==> src/rtl/bckl_pkg.sv <==
package bckl_pkg;

	localparam int DEPTH_DEF     = 16;
	localparam int KEY_WIDTH_DEF = 32;

	localparam int CMD_W    = 3;
	localparam int KEY_W    = 32;
	localparam int POS_W    = 4;
	localparam int STATUS_W = 2;
	localparam int CAP_W    = 5;
	localparam int COUNT_W  = 5;

	localparam logic [CAP_W-1:0] CAP_RESET = 5'd10;

	localparam logic [CMD_W-1:0] CMD_APPEND     = 3'd0;
	localparam logic [CMD_W-1:0] CMD_REMOVE_KEY = 3'd1;
	localparam logic [CMD_W-1:0] CMD_REMOVE_AT  = 3'd2;
	localparam logic [CMD_W-1:0] CMD_CONTAINS   = 3'd3;
	localparam logic [CMD_W-1:0] CMD_READ_AT    = 3'd4;

	localparam logic [STATUS_W-1:0] ST_OK   = 2'd0;
	localparam logic [STATUS_W-1:0] ST_FULL = 2'd1;
	localparam logic [STATUS_W-1:0] ST_MISS = 2'd2;

	typedef struct packed {
		logic [CMD_W-1:0] command;
		logic [KEY_W-1:0] key;
		logic [POS_W-1:0] position;
	} cmd_beat_t;

	typedef struct packed {
		logic [STATUS_W-1:0] status;
		logic                found;
		logic [KEY_W-1:0]    read_key;
		logic [COUNT_W-1:0]  entry_count;
	} res_beat_t;

	typedef struct packed {
		logic busy;
		logic done;
	} seq_ctl_t;

	typedef enum logic [2:0] {
		S_IDLE,
		S_EXEC,
		S_READ,
		S_SCAN,
		S_SHIFT,
		S_DONE
	} state_t;

endpackage

==> src/rtl/bounded_compacting_key_list.sv <==
// Bounded compacting key list.
// Command channel: cmd_valid / cmd_stall / cmd. A beat is taken when cmd_valid is
// high and cmd_stall low; cmd_stall stays high while a command is in progress.
// Result channel: res_valid / res_stall / res, one result beat per command, held
// in an output register that is not cleared until the receiver takes it.
// Configuration: cfg_we writes cfg_wdata into capacity_limit (cap_q); the user must
// write it while idle only, the block itself does not enforce this.
// Steps by command: append, unused codes and out-of-range positions go from EXEC
// straight to DONE; read at position goes through READ; contains and remove key
// scan the list (SCAN), and both removals close the gap by shifting later entries
// one slot down (SHIFT). The block returns to idle after each command completes
// and takes the next command beat only there.
// Scans and shifts walk the single key RAM one entry per cycle through its one
// read and one write port.
// The next command is taken while a result still waits; it completes into the
// output register once that register is free, so a stalled receiver holds the
// block at most one command ahead.
// Reset clears the count to zero and capacity_limit to 10; no RAM clear pass.
module bounded_compacting_key_list #(
	parameter int DEPTH     = bckl_pkg::DEPTH_DEF,
	parameter int KEY_WIDTH = bckl_pkg::KEY_WIDTH_DEF
) (
	input  logic                       clk,
	input  logic                       arst_n,
	input  logic                       cmd_valid,
	output logic                       cmd_stall,
	input  bckl_pkg::cmd_beat_t        cmd,
	output logic                       res_valid,
	input  logic                       res_stall,
	output bckl_pkg::res_beat_t        res,
	input  logic                       cfg_we,
	input  logic [bckl_pkg::CAP_W-1:0] cfg_wdata
);

	import bckl_pkg::*;

	logic [CAP_W-1:0] cap_q;
	logic             res_valid_q;
	res_beat_t        res_q;
	res_beat_t        seq_res;
	seq_ctl_t         ctl;
	logic             out_free;

	assign out_free = !res_valid_q || !res_stall;

	bckl_seq #(
		.DEPTH    (DEPTH),
		.KEY_WIDTH(KEY_WIDTH)
	) u_seq (
		.clk      (clk),
		.arst_n   (arst_n),
		.cap      (cap_q),
		.cmd_valid(cmd_valid),
		.cmd      (cmd),
		.out_free (out_free),
		.ctl      (ctl),
		.result   (seq_res)
	);

	always_ff @(posedge clk or negedge arst_n) begin
		if (!arst_n) begin
			cap_q       <= CAP_RESET;
			res_valid_q <= 1'b0;
		end else begin
			if (cfg_we) begin
				cap_q <= cfg_wdata;
			end
			if (ctl.done) begin
				res_valid_q <= 1'b1;
			end else if (!res_stall) begin
				res_valid_q <= 1'b0;
			end
		end
	end

	always_ff @(posedge clk) begin
		if (ctl.done) begin
			res_q <= seq_res;
		end
	end

	assign cmd_stall = ctl.busy;
	assign res_valid = res_valid_q;
	assign res       = res_q;

endmodule

==> src/rtl/bckl_ram.sv <==
module bckl_ram #(
	parameter int WIDTH = 32,
	parameter int DEPTH = 16
) (
	input  logic                     clk,
	input  logic                     we,
	input  logic [$clog2(DEPTH)-1:0] waddr,
	input  logic [WIDTH-1:0]         wdata,
	input  logic [$clog2(DEPTH)-1:0] raddr,
	output logic [WIDTH-1:0]         rdata
);

	logic [WIDTH-1:0] mem [DEPTH];

	always_ff @(posedge clk) begin
		if (we) begin
			mem[waddr] <= wdata;
		end
		rdata <= mem[raddr];
	end

endmodule

==> src/rtl/bckl_seq.sv <==
module bckl_seq #(
	parameter int DEPTH     = bckl_pkg::DEPTH_DEF,
	parameter int KEY_WIDTH = bckl_pkg::KEY_WIDTH_DEF
) (
	input  logic                     clk,
	input  logic                     arst_n,
	input  logic [bckl_pkg::CAP_W-1:0] cap,
	input  logic                     cmd_valid,
	input  bckl_pkg::cmd_beat_t      cmd,
	input  logic                     out_free,
	output bckl_pkg::seq_ctl_t       ctl,
	output bckl_pkg::res_beat_t      result
);

	import bckl_pkg::*;

	localparam int AW = $clog2(DEPTH);
	localparam int CW = $clog2(DEPTH + 1);
	localparam int EW = (CW > CAP_W) ? CW : CAP_W;

	state_t state_q, state_d;

	logic [CMD_W-1:0]     cmd_q;
	logic [KEY_WIDTH-1:0] key_q;
	logic [POS_W-1:0]     pos_q;
	logic [CW-1:0]        count_q, count_d;
	logic [CW-1:0]        idx_q, idx_d;
	logic [AW-1:0]        idx_s1, idx_s1_d;
	logic                 pend_s1, pend_d;
	logic [STATUS_W-1:0]  status_q, status_d;
	logic                 found_q, found_d;
	logic [KEY_W-1:0]     rkey_q, rkey_d;
	logic                 load;

	logic                 ram_we;
	logic [AW-1:0]        ram_waddr, ram_raddr;
	logic [KEY_WIDTH-1:0] ram_wdata, ram_rdata;

	logic [63:0]          key_ext, rd_ext;
	logic [EW-1:0]        cnt_ext, cap_ext, pos_ext;
	logic                 idx_lt_cnt, hit, room, pos_ok;

	assign key_ext    = {32'd0, cmd.key};
	assign rd_ext     = 64'(ram_rdata);
	assign cnt_ext    = EW'(count_q);
	assign cap_ext    = EW'(cap);
	assign pos_ext    = EW'(pos_q);
	assign idx_lt_cnt = idx_q < count_q;
	assign hit        = pend_s1 && (ram_rdata == key_q);
	assign room       = (cnt_ext < cap_ext) && (cnt_ext < EW'(DEPTH));
	assign pos_ok     = pos_ext < cnt_ext;

	bckl_ram #(
		.WIDTH(KEY_WIDTH),
		.DEPTH(DEPTH)
	) u_ram (
		.clk  (clk),
		.we   (ram_we),
		.waddr(ram_waddr),
		.wdata(ram_wdata),
		.raddr(ram_raddr),
		.rdata(ram_rdata)
	);

	always_ff @(posedge clk or negedge arst_n) begin
		if (!arst_n) begin
			state_q <= S_IDLE;
		end else begin
			state_q <= state_d;
		end
	end

	always_ff @(posedge clk or negedge arst_n) begin
		if (!arst_n) begin
			count_q <= '0;
			pend_s1 <= 1'b0;
		end else begin
			count_q <= count_d;
			pend_s1 <= pend_d;
		end
	end

	always_ff @(posedge clk) begin
		if (load) begin
			cmd_q <= cmd.command;
			key_q <= key_ext[KEY_WIDTH-1:0];
			pos_q <= cmd.position;
		end
		idx_q    <= idx_d;
		idx_s1   <= idx_s1_d;
		status_q <= status_d;
		found_q  <= found_d;
		rkey_q   <= rkey_d;
	end

	always_comb begin
		state_d   = state_q;
		count_d   = count_q;
		idx_d     = idx_q;
		idx_s1_d  = idx_s1;
		pend_d    = 1'b0;
		status_d  = status_q;
		found_d   = found_q;
		rkey_d    = rkey_q;
		load      = 1'b0;
		ram_we    = 1'b0;
		ram_waddr = idx_s1 - 1'b1;
		ram_wdata = ram_rdata;
		ram_raddr = idx_q[AW-1:0];
		ctl.busy  = state_q != S_IDLE;
		ctl.done  = 1'b0;

		case (state_q)
			S_IDLE: begin
				if (cmd_valid) begin
					load     = 1'b1;
					status_d = ST_OK;
					found_d  = 1'b0;
					rkey_d   = '0;
					state_d  = S_EXEC;
				end
			end
			S_EXEC: begin
				case (cmd_q)
					CMD_APPEND: begin
						if (room) begin
							ram_we    = 1'b1;
							ram_waddr = count_q[AW-1:0];
							ram_wdata = key_q;
							count_d   = count_q + 1'b1;
						end else begin
							status_d = ST_FULL;
						end
						state_d = S_DONE;
					end
					CMD_REMOVE_KEY, CMD_CONTAINS: begin
						idx_d   = '0;
						state_d = S_SCAN;
					end
					CMD_REMOVE_AT: begin
						if (pos_ok) begin
							idx_d   = CW'(pos_ext + 1'b1);
							state_d = S_SHIFT;
						end else begin
							status_d = ST_MISS;
							state_d  = S_DONE;
						end
					end
					CMD_READ_AT: begin
						if (pos_ok) begin
							ram_raddr = pos_ext[AW-1:0];
							state_d   = S_READ;
						end else begin
							status_d = ST_MISS;
							state_d  = S_DONE;
						end
					end
					default: begin
						state_d = S_DONE;
					end
				endcase
			end
			S_READ: begin
				rkey_d  = rd_ext[KEY_W-1:0];
				state_d = S_DONE;
			end
			S_SCAN: begin
				// read issued in the cycle before its compare
				if (hit) begin
					if (cmd_q == CMD_CONTAINS) begin
						found_d = 1'b1;
						state_d = S_DONE;
					end else begin
						idx_d   = CW'(idx_s1) + 1'b1;
						state_d = S_SHIFT;
					end
				end else if (idx_lt_cnt) begin
					pend_d   = 1'b1;
					idx_s1_d = idx_q[AW-1:0];
					idx_d    = idx_q + 1'b1;
				end else if (!pend_s1) begin
					if (cmd_q == CMD_REMOVE_KEY) begin
						status_d = ST_MISS;
					end
					state_d = S_DONE;
				end
			end
			S_SHIFT: begin
				// entry read last cycle lands one slot lower
				if (pend_s1) begin
					ram_we = 1'b1;
				end
				if (idx_lt_cnt) begin
					pend_d   = 1'b1;
					idx_s1_d = idx_q[AW-1:0];
					idx_d    = idx_q + 1'b1;
				end else if (!pend_s1) begin
					count_d = count_q - 1'b1;
					state_d = S_DONE;
				end
			end
			S_DONE: begin
				if (out_free) begin
					ctl.done = 1'b1;
					state_d  = S_IDLE;
				end
			end
			default: begin
				state_d = S_IDLE;
			end
		endcase
	end

	assign result.status      = status_q;
	assign result.found       = found_q;
	assign result.read_key    = rkey_q;
	assign result.entry_count = cnt_ext[COUNT_W-1:0];

endmodule

==> config.mk <==
export PLATFORM = sky130hd
export DESIGN_NAME = bounded_compacting_key_list
export DESIGN_NICKNAME = d
export VERILOG_FILES = /design/src/rtl/bckl_pkg.sv /design/src/rtl/bounded_compacting_key_list.sv /design/src/rtl/bckl_ram.sv /design/src/rtl/bckl_seq.sv
export SDC_FILE = /design/constraint.sdc
export NUM_CORES = 1
export LEC_CHECK = 0
export ABC_AREA = 1
export BUFFER_PORTS_ARGS = -buffer_cell sky130_fd_sc_hd__buf_4
export CAP_MARGIN = 25
export CORE_AREA = 2 2 259 261
export CTS_CLUSTER_DIAMETER = 40
export DETAILED_ROUTE_END_ITERATION = 6
export DIE_AREA = 0 0 261 263
export PLACE_DENSITY = 0.59
export SYNTH_ARGS = -nofsm -noshare
export SYNTH_HDL_FRONTEND = slang
export SYNTH_HIERARCHICAL = 1
export SYNTH_SLANG_ARGS = --single-unit
==> constraint.sdc <==
create_clock -name clk -period 9.6 [get_ports clk]
set_input_delay 0.48 -clock clk [delete_from_list [all_inputs] [get_ports clk]]
set_output_delay 0.48 -clock clk [all_outputs]
set_load 0.02 [all_outputs]
# [After elaboration in Yosys (flattened, before gate mapping)]
# Memory sizes are Yosys's and may differ from the RTL's. A register that Yosys moved wholly into a read port is not among the register bits.
# Cells that the tools add are included.
[totals] ff_bits=138 ram_bits=512 in_bits=49 word_cells=143 n_memories=1
[memory_table] name="u_seq.u_ram.mem" depth=16 width=32 read_ports=1 rd_clocked_by_memory_dff=1 write_ports=1 line="bckl_ram.sv:13" text="logic [WIDTH-1:0] mem [DEPTH];"
[classes] add_sub_neg=6 magnitude_cmp=4 eq_ne=29 mux=63 reduce_logical=23
[ops] operator="$mux W32" count=4
[ops] operator="$pmux W32 S2" count=1
[ops] operator="$mux W5" count=8
[ops] operator="$eq A32 B32 Y1" count=1
[ops] operator="$mux W4" count=8
[ops] operator="$pmux W5 S2" count=2
[ops] operator="$mux W1" count=18
[ops] operator="$mux W3" count=6
[ops] operator="$pmux W3 S6" count=1
[ops] operator="$ne A2 B2 Y1 const B" count=8
[ops] operator="$ne A3 B3 Y1 const B" count=5
[ops] operator="$pmux W5 S3" count=1
[ops] operator="$mux W2" count=7
[ops] operator="$eq A3 B2 Y1 const B" count=4
[ops] operator="$add A4 B1 Y5 const B" count=2
[ops] operator="$add A5 B1 Y5 const B" count=2
[ops] operator="$lt A5 B5 Y1" count=2
[ops] operator="$ne A2 B1 Y1 const B" count=5
[ops] operator="$eq A3 B3 Y1 const B" count=3
[ops] operator="$pmux W3 S3" count=1
[ops] operator="$reduce_and A9 Y1" count=1
[ops] operator="$reduce_bool A3 Y1" count=3
[ops] operator="$pmux W4 S2" count=1
[ops] operator="$reduce_and A4 Y1" count=2
[ops] operator="17 further kinds" count=29

# [Longest topological paths before layout]
[logic_depth] ltp_word=7 mapped_depth=20

# [Modules after synthesis]
# Netlist, hierarchy kept.
[modules_own_cells] mod="bckl_ram" instances=1 cells_per_inst=2121 area_each_um2=22738.1
[modules_own_cells] mod="bckl_seq" instances=1 cells_per_inst=615 area_each_um2=5225.0
[modules_own_cells] mod="bounded_compacting_key_list" instances=1 cells_per_inst=65 area_each_um2=1425.1

# [Least setup slack after synthesis]
# OpenSTA, ideal clock, no wires.
[synth_path] path_type="register to register" startpoint="register cap_q[3]" endpoint="memory u_seq.u_ram.mem[11][0], enable pin" setup_time_ns=0.421 arrival_time_ns=3.360 t_required_ns=9.179 slack_ns=5.819 path_stages_with_launch=14 period_less_slack_ns=3.781 cell_sequence="dfstp_2 inv_1 ha_1 nand2_1 inv_1 o21ai_0 nand4_1 nor3_4 buf_4 buf_6 nand2_1 o21ai_1 nand3_1 nor2_1"
[synth_rtl] element="from (decl)" line="bounded_compacting_key_list.sv:37" text="logic [CAP_W-1:0] cap_q;"
[synth_rtl] element="from (signal assigned)" line="bounded_compacting_key_list.sv:66" text="cap_q <= cfg_wdata;"
[synth_rtl] element="$lt A5 B5 Y1" line="bckl_seq.sv:50" text="assign room = (cnt_ext < cap_ext) && (cnt_ext < EW'(DEPTH));"
[synth_rtl] element="$logic_and A1 B1 Y1" line="bckl_seq.sv:50"
[synth_rtl] element="$mux W4" line="bckl_seq.sv:126" text="if (room) begin"
[synth_rtl] element="$mux W4" line="bckl_seq.sv:124" text="case (cmd_q)"
[synth_rtl] element="$mux W4" line="bckl_seq.sv:113" text="case (state_q)"
[synth_rtl] element="net u_seq.ram_waddr[0]" line="bckl_seq.sv:36" text="logic [AW-1:0] ram_waddr, ram_raddr;"
[synth_rtl] element="to (decl)" line="bckl_ram.sv:13"
# The timed path passes the listed nets, and every way through them passes these cells.

# [Worst setup path in the final report]
[layout_path] startpoint="register u_seq.count_q[2], in the netlist u_seq/cnt_ext[2]" endpoint="register u_seq.u_ram.rdata[28] (read register of u_seq.u_ram.mem)"
[layout_between] elab_chain_len=4
[layout_rtl] element="from (decl)" line="bckl_seq.sv:26" text="logic [CW-1:0] count_q, count_d;"
[layout_rtl] element="from (signal assigned)" line="bckl_seq.sv:78" text="count_q <= count_d;"
[layout_rtl] element="$lt A4 B5 Y1" line="bckl_seq.sv:51" text="assign pos_ok = pos_ext < cnt_ext;"
[layout_rtl] element="$mux W4" line="bckl_seq.sv:150" text="if (pos_ok) begin"
[layout_rtl] element="$mux W4" line="bckl_seq.sv:124"
[layout_rtl] element="$mux W4" line="bckl_seq.sv:113"
[layout_rtl] element="net u_seq.ram_raddr[0]" line="bckl_seq.sv:36"
[layout_rtl] element="to (decl)" line="bckl_ram.sv:10" text="output logic [WIDTH-1:0] rdata"
# The timed path passes the listed nets, and every way through them passes these cells.
# A chain may end at the register's enable or synchronous reset.

==> results by group <==
STA
  – Unrepaired setup endpoints after global routing: false
  – Post-layout min period: 4590 ps
  – Period utilization: 47.9%
  – Slew headroom: 34.7%
  – Setup Skew: 29.6 ps
  – Max-slew violation count: 0
  – Final hold viol count: 0
  – Worst-margin pin slew: 980 ps
  – Setup violations, final: 0
  – Setup TNS: 0 ps
  – Fmax: 218 MHz

Logic synthesis
  – Post-Syn Nets: 2869
  – Register bit total from synthesis: 682
  – Syn_area_per_cell: 10.5 µm²
  – Sequential-to-total area share from yosys stat: 68.3%
  – Post-synth EDFFs: 635
  – Synth warn: 6
  – Mapped Cells: 2801
  – Area of the mapped netlist: 29400 µm²
  – Async set-reset flop share out of synthesis: 2.20%
  – Dominant synthesized flop cell: edfxtp_1
  – Yosys cell types: 40

Power and ir drop
  – LEAKAGE: 14.9 nW
  – PwrDens: 328 nW/µm²
  – Peak supply drop: 0.286 mV

Drt
  – DRC viols: 0
  – Via Count: 19600
  – Drt first pass iters: 6
  – Final ANT Viol Nets: 0
  – Drt via density: 5.03
  – Initial DRC count: 1756
  – Final WL: 73.9 mm
  – WL/cell: 19.0 µm

CTS
  – Clock slew at reported path FFs: 50 ps
  – Cts repair resizes: 0
  – H-tree levels: 3
  – Clock Latency Late Sink: 660 ps
  – CTS tree: done
  – Clk root buf: clkbuf_16
  – CTS Buffer Depth: 3
  – Setup bufs post-CTS: 0
  – Num CTS Buffers: 97
  – CTS sink cnt: 682
  – Hold buffers post-CTS: 39

Finish
  – Antenna Cells: 0
  – Most frequent cells in the layout: 838 x nand2_1, 635 x edfxtp_1, 520 x inv_1
  – Finished Core Util: 53.1%
  – Most common cell after layout, fill and taps aside: nand2_1
  – Layout cell share with drive strength beyond 1: 11.3%
  – Syn-to-layout area delta: 18.5%
  – Nets@finish: 3015
  – Fillers: 5570

Setup path
  – Arrival time of the worst setup path: 5100 ps
  – Crit. End Element: flip-flop
  – Crit path largest cell delay: 760 ps
  – CP Launch Type: flip-flop
  – Crit Path Max Fanout: 188
  – CP max-delay cell: buf_4
  – Crit Path Class: flip-flop to flip-flop
  – Cell chain of the critical path: inv_1 -> ha_1 -> nand2_1 -> inv_1 -> o21ai_0 -> nand3_1 -> inv_1 -> nand3_1 -> nand2_1 -> o21ai_4 -> buf_12 -> inv_6 -> buf_4 -> nand2_1 -> nand3_1 -> nand3_1 -> nand3_1 -> nand2_1
  – Most Frequent Cell on Critical Path: nand3_1
  – R2R setup slack: 5010 ps
  – CP Data Required Time: 10110 ps

Job
  – Max Cap Viol: 0

Run status
  – Outcome: finished, final reports clean

Floorplanning
  – Chip Width: 261 µm
  – Starting density of the core: 44.8%
  – Std-Cell Rows: 94
  – Chip height: 263 µm
  – Core area: 65600 µm²
  – Ports: 91
  – Die Area: 68600 µm²

GRT
  – Grt ovf: 0
  – Number of global-route vias before repair: 19100
  – Largest net degree at the start of global routing: 189
  – Overall Global Routing Usage: 21.7%
  – Initial antenna violation count: 0
  – First-pass GRT wire length: 112 mm

Min path
  – Min-delay worst type: input port to flip-flop

Placed design
  – HPWL after DPL: 38.8 mm
  – Port Buffers: 90
  – Routability Congestion: 0.890
## cell families (layout without fill, tap and decap cells)
kind of cell	Yosys count	count (layout)	synth area share (%)
compound gates	73	73	1.30
xor+xnor	22	22	0.656
fa+ha+maj	19	19	0.834
buf+inv	646	877	9.40
flops	682	682	68.3
mux	1	1	0.0383
simple gates	1358	1358	19.4
## Yosys cell counts (2+ instances only)
cell,instances,area [µm²]
xnor2_1,10,87.6
nand3_2,2,20.0
xor2_1,12,105
nor3_1,4,20.0
o21ai_0,38,190
buf_6,30,338
ha_1,18,225
inv_1,521,1960
nand2_2,3,18.8
nand3_1,407,2040
dfstp_2,2,52.6
buf_4,8,60.1
nand4_1,11,68.8
dfxtp_1,32,641
nor2_1,87,327
dfrtp_1,13,325
edfxtp_1,635,19100
a21oi_1,12,60.1
nand2_1,838,3150
buf_2,51,255
clkbuf_1,13,48.8
buf_1,12,45.0
inv_2,8,30.0
o21ai_1,18,90.1
## where the power goes
group          total, mW  switching, mW  internal (mW)
logic               3.36           2.44          0.916
registers           4.22          0.238           3.98
clock network       3.83           1.41           2.42
## area by class of cell
class                      instances  area (µm²)  area share [%]
inverter                         530        2000            5.75
tap                              864        1080            3.10
multi-input combinational       1473        6710            19.3
clock buffer                     104        2460            7.08
timing repair buffer             163        1370            3.92
sequential                       682       20100            57.7
clock inverter                    80        1110            3.18
## worst paths after layout
kind | end | depth (start not counted) | start
max | u_seq/u_ram/rdata[28]$_DFF_P_ | 18 | u_seq/cnt_ext[2]$_DFFE_PN0P_
min | cap_q[1]$_DFFE_PN1P_ | 3 | cfg_wdata[1]
max reg2reg | u_seq/u_ram/rdata[28]$_DFF_P_ | 18 | u_seq/cnt_ext[2]$_DFFE_PN0P_
min reg2reg | res[17]$_DFFE_PP_ | 0 | u_seq/rkey_q[12]$_SDFFCE_PN0P_
max in group asynchronous | cap_q[3]$_DFFE_PN1P_ | 2 | arst_n
min in group asynchronous | cap_q[2]$_DFFE_PN0P_ | 2 | arst_n
## flip-flops by register name (all words and copies together), names as in the netlist, 3 cells and up
signal,count
u_seq/idx_s1,4
u_seq/rkey_q,32
res,40
u_seq/u_ram/mem,512
u_seq/key_q,32
u_seq/pos_q,4
u_seq/u_ram/rdata,32
cap_q,5
u_seq/idx_q,5
u_seq/state_q,3
u_seq/cmd_q,3
u_seq/cnt_ext,5
## metrics by stage
step	hold WS [ps]	instance area [µm²]	cells	total power [mW]	setup slack [ps]
global placement	349	30800	3671	7.49	5020
CTS	1.91	34800	3894	11.4	4900
global route	28.0	34800	3896	12.0	4680
detailed placement	357	30800	3671	7.58	4920
floorplan	184	29400	2801	6.59	5820
finish	35.5	34800	3896	11.4	5010
## metal layers
| layer | up-vias | GRT usage [%] | part of all wire, % |
|---|---|---|---|
| met4 | 0 | 7.54 | 2.4 |
| met3 | 112 | 4.02 | 7.9 |
| met2 | 760 | 34.3 | 46 |
| met5 | - | 0 | 0 |
| li1 | 9368 | - | - |
| met1 | 9376 | 30.0 | 44 |
## critical path: cells and delay by family, from the launching register on
| kind | cells | cell delay (ps) |
|---|---|---|
| buffers and inverters | 6 | 1940 |
| AND/OR/NAND/NOR | 9 | 1360 |
| flip-flops | 1 | 440 |
| adder cells (fa/ha/maj) | 1 | 310 |
| AO/OA/AOI/OAI | 2 | 220 |
No activity file was read; power rests on OpenSTA's default activity.
